$ cat src/sv/rmcd_pkg.sv
package rmcd_pkg;

   // channel and result widths
   localparam int CHANNEL_WIDTH  = 8;
   localparam int DISTANCE_WIDTH = 18;

   // weighted sum: (1024 + r1 + r2) dR^2 + 2048 dG^2 + (1534 - r1 - r2) dB^2
   localparam int RSUM_WIDTH    = CHANNEL_WIDTH + 1;
   localparam int SQUARE_WIDTH  = 2 * CHANNEL_WIDTH;
   localparam int WEIGHT_WIDTH  = 11;
   localparam int PRODUCT_WIDTH = WEIGHT_WIDTH + SQUARE_WIDTH;
   localparam int SUM_WIDTH     = 29;

   localparam logic [WEIGHT_WIDTH-1:0] RED_BASE   = WEIGHT_WIDTH'(1024);
   localparam logic [WEIGHT_WIDTH-1:0] BLUE_BASE  = WEIGHT_WIDTH'(1534);
   localparam int                      GREEN_SHIFT = 11;

   // S is 512 times the sum under the root
   localparam int SUM_SCALE_LOG2 = 9;

   localparam int DEFAULT_FRACTION_BITS = 8;

   function automatic logic [CHANNEL_WIDTH-1:0] abs_diff(
      input logic [CHANNEL_WIDTH-1:0] a,
      input logic [CHANNEL_WIDTH-1:0] b
   );
      return (a >= b) ? (a - b) : (b - a);
   endfunction

endpackage

$ cat src/sv/rmcd_front.sv
module rmcd_front #(
   parameter int FRACTION_BITS = rmcd_pkg::DEFAULT_FRACTION_BITS,
   parameter int RAD_WIDTH     = rmcd_pkg::SUM_WIDTH
) (
   input  logic                               clock,
   input  logic                               reset,
   input  logic                               up_valid,
   output logic                               up_stall,
   input  logic [rmcd_pkg::CHANNEL_WIDTH-1:0] first_red,
   input  logic [rmcd_pkg::CHANNEL_WIDTH-1:0] first_green,
   input  logic [rmcd_pkg::CHANNEL_WIDTH-1:0] first_blue,
   input  logic [rmcd_pkg::CHANNEL_WIDTH-1:0] second_red,
   input  logic [rmcd_pkg::CHANNEL_WIDTH-1:0] second_green,
   input  logic [rmcd_pkg::CHANNEL_WIDTH-1:0] second_blue,
   output logic                               dn_valid,
   input  logic                               dn_stall,
   output logic [RAD_WIDTH-1:0]               dn_rad
);

   localparam int SHIFT = 2 * FRACTION_BITS - rmcd_pkg::SUM_SCALE_LOG2;

   logic [3:0] valid_ff;
   logic [3:0] stall;
   logic [3:0] load;

   // stage 1: channel differences, red sum
   logic [rmcd_pkg::CHANNEL_WIDTH-1:0] dr_ff, dg_ff, db_ff;
   logic [rmcd_pkg::RSUM_WIDTH-1:0]    rsum_ff;
   // stage 2: squares, weights
   logic [rmcd_pkg::SQUARE_WIDTH-1:0]  sqr_ff, sqg_ff, sqb_ff;
   logic [rmcd_pkg::WEIGHT_WIDTH-1:0]  wr_ff, wb_ff;
   // stage 3: weighted terms
   logic [rmcd_pkg::PRODUCT_WIDTH-1:0] pr_ff, pg_ff, pb_ff;
   // stage 4: scaled radicand
   logic [RAD_WIDTH-1:0]               rad_ff;

   logic [rmcd_pkg::SUM_WIDTH-1:0]     sum_in;
   logic [RAD_WIDTH-1:0]               rad_in;

   // a stage holds while it is full and the one after it holds
   assign stall[3] = valid_ff[3] & dn_stall;
   assign stall[2] = valid_ff[2] & stall[3];
   assign stall[1] = valid_ff[1] & stall[2];
   assign stall[0] = valid_ff[0] & stall[1];
   assign load     = ~stall;
   assign up_stall = stall[0];

   assign sum_in = rmcd_pkg::SUM_WIDTH'(pr_ff) + rmcd_pkg::SUM_WIDTH'(pg_ff)
                 + rmcd_pkg::SUM_WIDTH'(pb_ff);

   generate
      if (SHIFT >= 0) begin : g_up
         assign rad_in = RAD_WIDTH'(sum_in) << SHIFT;
      end else begin : g_down
         assign rad_in = RAD_WIDTH'(sum_in >> (-SHIFT));
      end
   endgenerate

   always_ff @(posedge clock) begin
      if (reset) begin
         valid_ff <= '0;
      end else begin
         if (load[0]) valid_ff[0] <= up_valid;
         if (load[1]) valid_ff[1] <= valid_ff[0];
         if (load[2]) valid_ff[2] <= valid_ff[1];
         if (load[3]) valid_ff[3] <= valid_ff[2];
      end
   end

   always_ff @(posedge clock) begin
      if (load[0]) begin
         dr_ff   <= rmcd_pkg::abs_diff(first_red, second_red);
         dg_ff   <= rmcd_pkg::abs_diff(first_green, second_green);
         db_ff   <= rmcd_pkg::abs_diff(first_blue, second_blue);
         rsum_ff <= rmcd_pkg::RSUM_WIDTH'(first_red) + rmcd_pkg::RSUM_WIDTH'(second_red);
      end
      if (load[1]) begin
         sqr_ff <= rmcd_pkg::SQUARE_WIDTH'(dr_ff) * rmcd_pkg::SQUARE_WIDTH'(dr_ff);
         sqg_ff <= rmcd_pkg::SQUARE_WIDTH'(dg_ff) * rmcd_pkg::SQUARE_WIDTH'(dg_ff);
         sqb_ff <= rmcd_pkg::SQUARE_WIDTH'(db_ff) * rmcd_pkg::SQUARE_WIDTH'(db_ff);
         wr_ff  <= rmcd_pkg::RED_BASE + rmcd_pkg::WEIGHT_WIDTH'(rsum_ff);
         wb_ff  <= rmcd_pkg::BLUE_BASE - rmcd_pkg::WEIGHT_WIDTH'(rsum_ff);
      end
      if (load[2]) begin
         pr_ff <= rmcd_pkg::PRODUCT_WIDTH'(wr_ff) * rmcd_pkg::PRODUCT_WIDTH'(sqr_ff);
         pg_ff <= rmcd_pkg::PRODUCT_WIDTH'(sqg_ff) << rmcd_pkg::GREEN_SHIFT;
         pb_ff <= rmcd_pkg::PRODUCT_WIDTH'(wb_ff) * rmcd_pkg::PRODUCT_WIDTH'(sqb_ff);
      end
      if (load[3]) begin
         rad_ff <= rad_in;
      end
   end

   assign dn_valid = valid_ff[3];
   assign dn_rad   = rad_ff;

endmodule

$ cat src/sv/rmcd_sqrt_cell.sv
module rmcd_sqrt_cell #(
   parameter int ROOT_WIDTH = rmcd_pkg::DISTANCE_WIDTH
) (
   input  logic                    clock,
   input  logic                    reset,
   input  logic                    up_valid,
   output logic                    up_stall,
   input  logic [2*ROOT_WIDTH-1:0] up_rad,
   input  logic [ROOT_WIDTH:0]     up_rem,
   input  logic [ROOT_WIDTH-1:0]   up_root,
   output logic                    dn_valid,
   input  logic                    dn_stall,
   output logic [2*ROOT_WIDTH-1:0] dn_rad,
   output logic [ROOT_WIDTH:0]     dn_rem,
   output logic [ROOT_WIDTH-1:0]   dn_root
);

   localparam int RAD_WIDTH = 2 * ROOT_WIDTH;

   logic                    valid_ff;
   logic [RAD_WIDTH-1:0]    rad_ff, rad_in;
   logic [ROOT_WIDTH:0]     rem_ff, rem_in;
   logic [ROOT_WIDTH-1:0]   root_ff, root_in;
   logic [ROOT_WIDTH+2:0]   cur;
   logic [ROOT_WIDTH+2:0]   trial;
   logic [ROOT_WIDTH+2:0]   diff;
   logic                    take;
   logic                    load;

   // one result bit: bring down two radicand bits, try 4q+1
   always_comb begin
      cur     = {up_rem, up_rad[RAD_WIDTH-1 -: 2]};
      trial   = {1'b0, up_root, 2'b01};
      diff    = cur - trial;
      take    = (cur >= trial);
      rem_in  = take ? diff[ROOT_WIDTH:0] : cur[ROOT_WIDTH:0];
      root_in = {up_root[ROOT_WIDTH-2:0], take};
      rad_in  = {up_rad[RAD_WIDTH-3:0], 2'b00};
   end

   assign up_stall = valid_ff & dn_stall;
   assign load     = ~up_stall;

   always_ff @(posedge clock) begin
      if (reset) begin
         valid_ff <= 1'b0;
      end else if (load) begin
         valid_ff <= up_valid;
      end
   end

   always_ff @(posedge clock) begin
      if (load) begin
         rad_ff  <= rad_in;
         rem_ff  <= rem_in;
         root_ff <= root_in;
      end
   end

   assign dn_valid = valid_ff;
   assign dn_rad   = rad_ff;
   assign dn_rem   = rem_ff;
   assign dn_root  = root_ff;

endmodule

$ cat src/sv/redmean_color_distance.sv
// Channel  Direction  Handshake               Payload
// req      in         req_valid / req_stall   two RGB pixels, 8 bits a channel
// rsp      out        rsp_valid / rsp_stall   rsp_distance, 18 bits, fixed point
//
// One transaction a clock cycle unless a stall on rsp has filled the chain. Four front
// stages form the weighted sum, then one root cell per result bit.
// Reset (synchronous, active high) empties every stage; payload registers keep junk.
// A stall on rsp holds only the stages that are full; empty stages still fill, so
// req_stall rises only once the whole chain is occupied.
module redmean_color_distance #(
   parameter int FRACTION_BITS = rmcd_pkg::DEFAULT_FRACTION_BITS
) (
   input  logic                                clock,
   input  logic                                reset,
   input  logic                                req_valid,
   output logic                                req_stall,
   input  logic [rmcd_pkg::CHANNEL_WIDTH-1:0]  req_first_red,
   input  logic [rmcd_pkg::CHANNEL_WIDTH-1:0]  req_first_green,
   input  logic [rmcd_pkg::CHANNEL_WIDTH-1:0]  req_first_blue,
   input  logic [rmcd_pkg::CHANNEL_WIDTH-1:0]  req_second_red,
   input  logic [rmcd_pkg::CHANNEL_WIDTH-1:0]  req_second_green,
   input  logic [rmcd_pkg::CHANNEL_WIDTH-1:0]  req_second_blue,
   output logic                                rsp_valid,
   input  logic                                rsp_stall,
   output logic [rmcd_pkg::DISTANCE_WIDTH-1:0] rsp_distance
);

   // Radicand is S scaled by 2^(2F-9); left shifts widen it, right shifts do not.
   localparam int SHIFT      = 2 * FRACTION_BITS - rmcd_pkg::SUM_SCALE_LOG2;
   localparam int RAD_WIDTH  = (SHIFT >= 0) ? rmcd_pkg::SUM_WIDTH + SHIFT
                                            : rmcd_pkg::SUM_WIDTH;
   // one cell per root bit; the radicand is padded to an even width
   localparam int ROOT_WIDTH = (RAD_WIDTH + 1) / 2;
   localparam int PAD_WIDTH  = 2 * ROOT_WIDTH;

   logic                    front_valid;
   logic [RAD_WIDTH-1:0]    front_rad;

   // chain taps: index 0 feeds the first cell, index ROOT_WIDTH leaves the last
   logic                    chain_valid [0:ROOT_WIDTH];
   logic                    chain_stall [0:ROOT_WIDTH];
   logic [PAD_WIDTH-1:0]    chain_rad   [0:ROOT_WIDTH];
   logic [ROOT_WIDTH:0]     chain_rem   [0:ROOT_WIDTH];
   logic [ROOT_WIDTH-1:0]   chain_root  [0:ROOT_WIDTH];

   rmcd_front #(
      .FRACTION_BITS (FRACTION_BITS),
      .RAD_WIDTH     (RAD_WIDTH)
   ) u_front (
      .clock        (clock),
      .reset        (reset),
      .up_valid     (req_valid),
      .up_stall     (req_stall),
      .first_red    (req_first_red),
      .first_green  (req_first_green),
      .first_blue   (req_first_blue),
      .second_red   (req_second_red),
      .second_green (req_second_green),
      .second_blue  (req_second_blue),
      .dn_valid     (front_valid),
      .dn_stall     (chain_stall[0]),
      .dn_rad       (front_rad)
   );

   // root and remainder start at zero for every transaction
   assign chain_valid[0] = front_valid;
   assign chain_rad[0]   = PAD_WIDTH'(front_rad);
   assign chain_rem[0]   = '0;
   assign chain_root[0]  = '0;

   generate
      for (genvar i = 0; i < ROOT_WIDTH; i++) begin : g_cell
         rmcd_sqrt_cell #(
            .ROOT_WIDTH (ROOT_WIDTH)
         ) u_cell (
            .clock    (clock),
            .reset    (reset),
            .up_valid (chain_valid[i]),
            .up_stall (chain_stall[i]),
            .up_rad   (chain_rad[i]),
            .up_rem   (chain_rem[i]),
            .up_root  (chain_root[i]),
            .dn_valid (chain_valid[i+1]),
            .dn_stall (chain_stall[i+1]),
            .dn_rad   (chain_rad[i+1]),
            .dn_rem   (chain_rem[i+1]),
            .dn_root  (chain_root[i+1])
         );
      end
   endgenerate

   // last cell doubles as the output register
   assign chain_stall[ROOT_WIDTH] = rsp_stall;
   assign rsp_valid               = chain_valid[ROOT_WIDTH];

   // wide roots keep their low bits (wrap), narrow ones are zero extended
   generate
      if (ROOT_WIDTH >= rmcd_pkg::DISTANCE_WIDTH) begin : g_trunc
         assign rsp_distance = chain_root[ROOT_WIDTH][rmcd_pkg::DISTANCE_WIDTH-1:0];
      end else begin : g_ext
         assign rsp_distance = rmcd_pkg::DISTANCE_WIDTH'(chain_root[ROOT_WIDTH]);
      end
   endgenerate

endmodule

$ cat config.mk
export PLATFORM = sky130hd
export DESIGN_NAME = redmean_color_distance
export DESIGN_NICKNAME = d
export VERILOG_FILES = /design/src/sv/rmcd_pkg.sv /design/src/sv/rmcd_front.sv /design/src/sv/rmcd_sqrt_cell.sv /design/src/sv/redmean_color_distance.sv
export SDC_FILE = /design/constraint.sdc
export NUM_CORES = 2
export LEC_CHECK = 0
export ABC_CLOCK_PERIOD_IN_PS = 6400
export BUFFER_PORTS_ARGS = -buffer_cell sky130_fd_sc_hd__buf_2
export CORE_ASPECT_RATIO = 1.5
export CORE_MARGIN = 5
export CORE_UTILIZATION = 60
export CTS_BUF_LIST = sky130_fd_sc_hd__clkbuf_4
export DETAILED_ROUTE_END_ITERATION = 10
export GPL_TIMING_DRIVEN = 0
export HOLD_SLACK_MARGIN = 0.08
export PLACE_DENSITY = 0.79
export SYNTH_ARGS = -nofsm -noshare
export SYNTH_HDL_FRONTEND = slang
export SYNTH_SLANG_ARGS = --single-unit
$ cat constraint.sdc
create_clock -name clock -period 6.4 [get_ports clock]
set_clock_uncertainty 0.15 [all_clocks]
set_input_delay 0.96 -clock clock [delete_from_list [all_inputs] [get_ports clock]]
set_output_delay 0.96 -clock clock [all_outputs]
set_load 0.01 [all_outputs]
* After elaboration in Yosys (flattened, before gate mapping)
Index checks and enable logic that the tools add are counted.
** Storage, ports and cells
- Word-level logic and storage cells :: 185
- Register bits after elaboration :: 898
- Output and inout bits :: 20
** Cells by class
- Order comparisons :: 21
- $mul :: 5
- Muxes and demuxes :: 20
- $add $sub $neg :: 28
- Bitwise operators :: 23
** Operators with widths (number)
- 19-bit two-way mux :: 16
- 11-bit by 16-bit multiplier with 27-bit output :: 2
- 8-bit by 8-bit multiplier with 16-bit output :: 3
- 8-bit subtractor :: 6
- 29-bit by 27-bit adder with 29-bit output :: 1
- 27-bit by 27-bit adder with 28-bit output :: 1
- 8-bit greater-or-equal comparator :: 3
- 8-bit two-way mux :: 3
- 1-bit bitwise AND :: 22
- 21-bit by 10-bit greater-or-equal comparator with 1-bit output :: 1
- 21-bit by 11-bit greater-or-equal comparator with 1-bit output :: 1
- 21-bit by 12-bit greater-or-equal comparator with 1-bit output :: 1
- 21-bit by 13-bit greater-or-equal comparator with 1-bit output :: 1
- 21-bit by 14-bit greater-or-equal comparator with 1-bit output :: 1
- 21-bit by 15-bit greater-or-equal comparator with 1-bit output :: 1
- 21-bit by 16-bit greater-or-equal comparator with 1-bit output :: 1
- 21-bit by 17-bit greater-or-equal comparator with 1-bit output :: 1
- 21-bit by 18-bit greater-or-equal comparator with 1-bit output :: 1
- 21-bit by 19-bit greater-or-equal comparator with 1-bit output :: 1
- 21-bit by 3-bit greater-or-equal comparator with 1-bit output :: 1
- 21-bit by 4-bit greater-or-equal comparator with 1-bit output :: 1
- 21-bit by 5-bit greater-or-equal comparator with 1-bit output :: 1
- 21-bit by 6-bit greater-or-equal comparator with 1-bit output :: 1
- 21-bit by 7-bit greater-or-equal comparator with 1-bit output :: 1
- 25 further kinds :: 25

* Longest topological paths before layout
- Word-level depth :: 23
- Mapped depth :: 22
- Depth with buffers taken out :: 21

* By module
A second synthesis with hierarchy kept.
** Unflattened totals
- Cell total of the unflattened synthesis :: 7363
- Area total of the unflattened synthesis :: 90884.7 um^2
** Modules (own cells, without submodules)
- rmcd_sqrt_cell (g_cell[17].u_cell ...) :: area each 3616.0 um^2, times used 10, cells each 271
- rmcd_sqrt_cell (g_cell[0].u_cell ...) :: area each 3682.3 um^2, times used 8, cells each 271
- rmcd_front :: area each 25263.0 um^2, times used 1, cells each 2484
- redmean_color_distance :: area each 3.8 um^2, times used 1, cells each 1

* Least setup slack after synthesis
Ideal clock, no wire load.
- Kind :: input -> output
- Start :: in rsp_stall
- End :: out req_stall
- Arrival time :: 5.171 ns
- Stages on the path :: 11
- Path buffers :: 1
- Required time :: 5.290 ns
- Setup slack :: 0.119 ns
- Cells stage by stage :: nand2_1 nor2_1 and2_1 inv_1 nor3_1 and2_1 clkbuf_1 inv_1 nor2_1 nand3_1 inv_1
** On the way
- Word-level cells in the longest chain between the ends :: 22
** Ends and longest elaborated chain
- start: declaration :: line redmean_color_distance.sv:24 : input logic rsp_stall,
- 1-bit bitwise AND (18 in series) :: line rmcd_sqrt_cell.sv:41 : assign up_stall = valid_ff & dn_stall;
- 1-bit bitwise AND :: line rmcd_front.sv:41 : assign stall[3] = valid_ff[3] & dn_stall;
- 1-bit bitwise AND :: line rmcd_front.sv:42 : assign stall[2] = valid_ff[2] & stall[3];
- 1-bit bitwise AND :: line rmcd_front.sv:43 : assign stall[1] = valid_ff[1] & stall[2];
- 1-bit bitwise AND :: line rmcd_front.sv:44 : assign stall[0] = valid_ff[0] & stall[1];
- end: declaration :: line redmean_color_distance.sv:16 : output logic req_stall,
Every way passes these cells.

* Worst setup path in the final report
- Start :: reg u_front.wb_ff[6] (netlist name)
- End :: reg u_front.pb_ff[26] (netlist name), data pin
** On the way
- Word-level cells in the longest chain between the ends :: 1
** Ends and longest elaborated chain
- start: declaration :: line rmcd_front.sv:31 : logic [rmcd_pkg::WEIGHT_WIDTH-1:0] wr_ff, wb_ff;
- start signal: assignment :: line rmcd_front.sv:82 : wb_ff <= rmcd_pkg::BLUE_BASE - rmcd_pkg::WEIGHT_WIDTH'(rsum_ff);
- 11-bit by 16-bit multiplier with 27-bit output :: line rmcd_front.sv:87 : pb_ff <= rmcd_pkg::PRODUCT_WIDTH'(wb_ff) * rmcd_pkg::PRODUCT_WIDTH'(sqb_ff);
- end signal: assignment :: line rmcd_front.sv:87
- end: declaration :: line rmcd_front.sv:33 : logic [rmcd_pkg::PRODUCT_WIDTH-1:0] pr_ff, pg_ff, pb_ff;
Every way passes these cells.
A chain may end at the register's enable or synchronous reset.

==> summary.md <==
| Metric | Value |
|---|---|
| Vias per inst | 5.59 |
| H-tree depth | 4 |
| Dpl cells | around 6.5k |
| Post-Syn Instances | 5,106 |
| Ratio of cells with drive above 1 in the final layout | 10.1% |
| Crit start category | register |
| Pre-CTS WS | -1.01 ns |
| Hold Slack | ~0.23 ns |
| Final hold vios | 0 |
| Final setup fails | 0 |
| Initial antenna violation count | 2 |
| Top_reg_cell synth | edfxtp_1 |
| Global route total overflow | 0 |
| Num CTS Buffers | 200 |
| Crit path kind | register to register |
| #FFs+latches synth | 881 |
| Synth top area cells | edfxtp_1 45%, ha_1 11%, fa_1 11% |
| CP endpoint kind | register |
| Die H | 389 microns |
| Mapped Avg Cell Area | 11.3 sq um |
| Clock root cell | clkbuf_4 |
| Clock Latency Late Sink | about 1.1 ns |
| Post-synth EDFFs | 859 |
| Synth cell types | 85 |
| Critical-path maximum fanout | 10 |
| Status | finished clean |
| Die area | 102,000 sq um |
| Die W | 263 microns |
| Routed WL per cell | 17.6 microns |
| Routed WL | around 120 mm |
| GR Util All Layers | between 20% and 30% |
| Final #Nets | roughly 6.3k |
| Pin count of the biggest net entering global routing | 70 |
| RSZ-0062 raised after global routing | yes |
| Required time of the critical path | about 7 ns |
| Final ANT Viol Nets | 0 |
| Post-synth top area cell | edfxtp_1 |
| Synth top area share | approximately 45% |
| TritonRoute pass-1 iters | 5 |
| Fin. max-slew vios | 0 |
| Via count | 38.3k |
| Yosys warns | 0 |
| Synth cell count leaders | 859 x edfxtp_1, 729 x inv_1, 509 x ha_1 |
| Min cycle time layout | 6.27 ns |
| Port bufs | 71 |
| Number of max-cap violations | 0 |
| Netlist Area Pre-Place | 57,500 sq um |
| Worst hold path type | register to register |
| Fin crit share | 98.0% |
| Post-route DRC violation count | 0 |
| Top-count cell post-synth | edfxtp_1 |
| CP arrival | ~6.9 ns |
| Initial drt markers | 1,818 |
| Slew @ Worst Pin | roughly 1.3 ns |
| Slew HR | around 12% |
| Worst-case clock buffer depth | 3 |
| Final Non-Filler Cells | about 6.9k |
| I/O pin total | 72 |
| RD Place Congestion | 0.946 |
| Final Worst Setup Slack | 0.126 ns |
| TritonCTS clock tree | yes |
| TNS Setup | 0 ns |
| Core ar. | roughly 95,000 sq um |
| CTS sink cnt | 881 |
| HPWL after DPL | 94.5 mm |
| Seq/Total Area, Yosys | 45.6% |
| Number of global-route vias before repair | around 41k |
| First-pass GRT wire length | 196 mm |
| Fmax | 159 MHz |
| Reg clk slew, reported paths | 0.08 ns |
| Starting Density | 60.2% |
| Area Growth Syn to Fin | 8.90% |
| Core Rows | ~140 |
| Async SR Flop Fraction | 0% |
## sequential cells by signal, indices dropped and copies added, names as in the netlist, 7 cells and up
signal                  cells
u_front.sqg_ff             15
g_cell.u_cell.dn_rad      196
g_cell.u_cell.dn_rem      299
u_front.db_ff               8
u_front.dn_rad             29
u_front.sqb_ff             15
u_front.rsum_ff             9
g_cell.u_cell.dn_valid     18
u_front.pg_ff              15
u_front.sqr_ff             15
u_front.dg_ff               8
u_front.pr_ff              27
u_front.wb_ff              10
g_cell.u_cell.dn_root     171
u_front.pb_ff              27
u_front.dr_ff               7
u_front.wr_ff               8
## timing repair
item                                    CTS  global route
setup buffers                             4            21
cloned                                    1             0
gates resized for setup                  28            42
endpoints found under the setup margin    4             6
hold endpoints to repair                  8             0
pin swaps                                 0             1
hold buffers                              8             0
## stage by stage
stage / instance area, sq um / utilization, %
2_1_floorplan: 57600 / -
3_3_place_gp: 59500 / 62.3
3_5_place_dp: 59700 / 62.5
4_1_cts: 62400 / 65.4
5_1_grt: 62600 / 65.6
6_report: 62600 / 65.6
## final timing paths
| path | startpoint | to | slack (ns) | cells after the start |
|---|---|---|---|---|
| worst max register to register | u_front.wb_ff[6] | u_front.pb_ff[26] | 0.13 | 21 |
| worst max-delay path | u_front.wb_ff[6] | u_front.pb_ff[26] | 0.13 | 21 |
| worst min-delay path | g_cell[3].u_cell.dn_rad[33] | g_cell[4].u_cell.dn_rad[35] | 0.23 | 0 |
| worst min register to register | g_cell[3].u_cell.dn_rad[33] | g_cell[4].u_cell.dn_rad[35] | 0.23 | 0 |
## layer usage
layer	GRT usage, %	vias to the layer above	share of wire, %
li1	-	18309	-
met1	21.3	18550	32
met2	48.1	1005	57
met3	3.88	444	3.6
met4	15.2	0	7.0
met5	0	-	0
## logic make-up (layout without fill, tap and decap cells)
| family | count (synthesis) | after routing | synth area share (%) |
|---|---|---|---|
| xor+xnor | 349 | 349 | 5.31 |
| mux | 58 | 58 | 1.10 |
| buf+inv | 839 | 1300 | 5.62 |
| compound gates | 784 | 784 | 8.69 |
| fa+ha+maj | 821 | 821 | 21.9 |
| simple gates | 1373 | 1373 | 11.7 |
| flops | 881 | 881 | 45.6 |
| other cells | 1 | 18 | 0.00652 |
## critical path, cell delays in order, from the launching register on
cell and delay, ns:
edfxtp_1 0.49, buf_4 0.23, and2_1 0.16, fa_1 0.50
inv_1 0.07, fa_1 0.49, inv_1 0.05, fa_1 0.51
fa_1 0.54, inv_1 0.05, fa_1 0.52, inv_1 0.04
ha_1 0.34, o21ai_0 0.10, a21oi_1 0.11, and3_1 0.18
a221o_1 0.37, a311oi_2 0.32, nor3_1 0.11, a2111o_1 0.41
a21oi_2 0.15, xnor2_1 0.08
## area by class of cell
cell class                 instances  area [sq um]
fill                            6996         32800
multi-input combinational       3398         28200
sequential                       881         26200
inverter                         730          2750
clock buffer                     267          2000
tap                             1269          1590
timing repair buffer             110           738
clock inverter                    93           598
buffer                            99           523
antenna                            5          12.5
timing repair inverter             1          5.00
## cell usage in the layout, fill, tap and decap left out, types with 43 or more instances in the layout
master,count
inv_1,723
nor2b_1,49
nand2b_1,46
xor2_1,133
nor2_1,285
ha_1,509
xnor2_1,216
nand3_1,75
clkbuf_1,43
a21o_1,75
buf_2,88
clkbuf_4,273
a21oi_1,229
buf_4,46
clkinv_1,58
o21a_1,65
fa_1,312
nand2_1,406
edfxtp_1,859
and2_1,219
o21ai_0,166
nor3_1,95
Power is left out: the tool's default activity adds up to more than one toggle a clock period on the data nets, which glitch-free logic cannot reach.
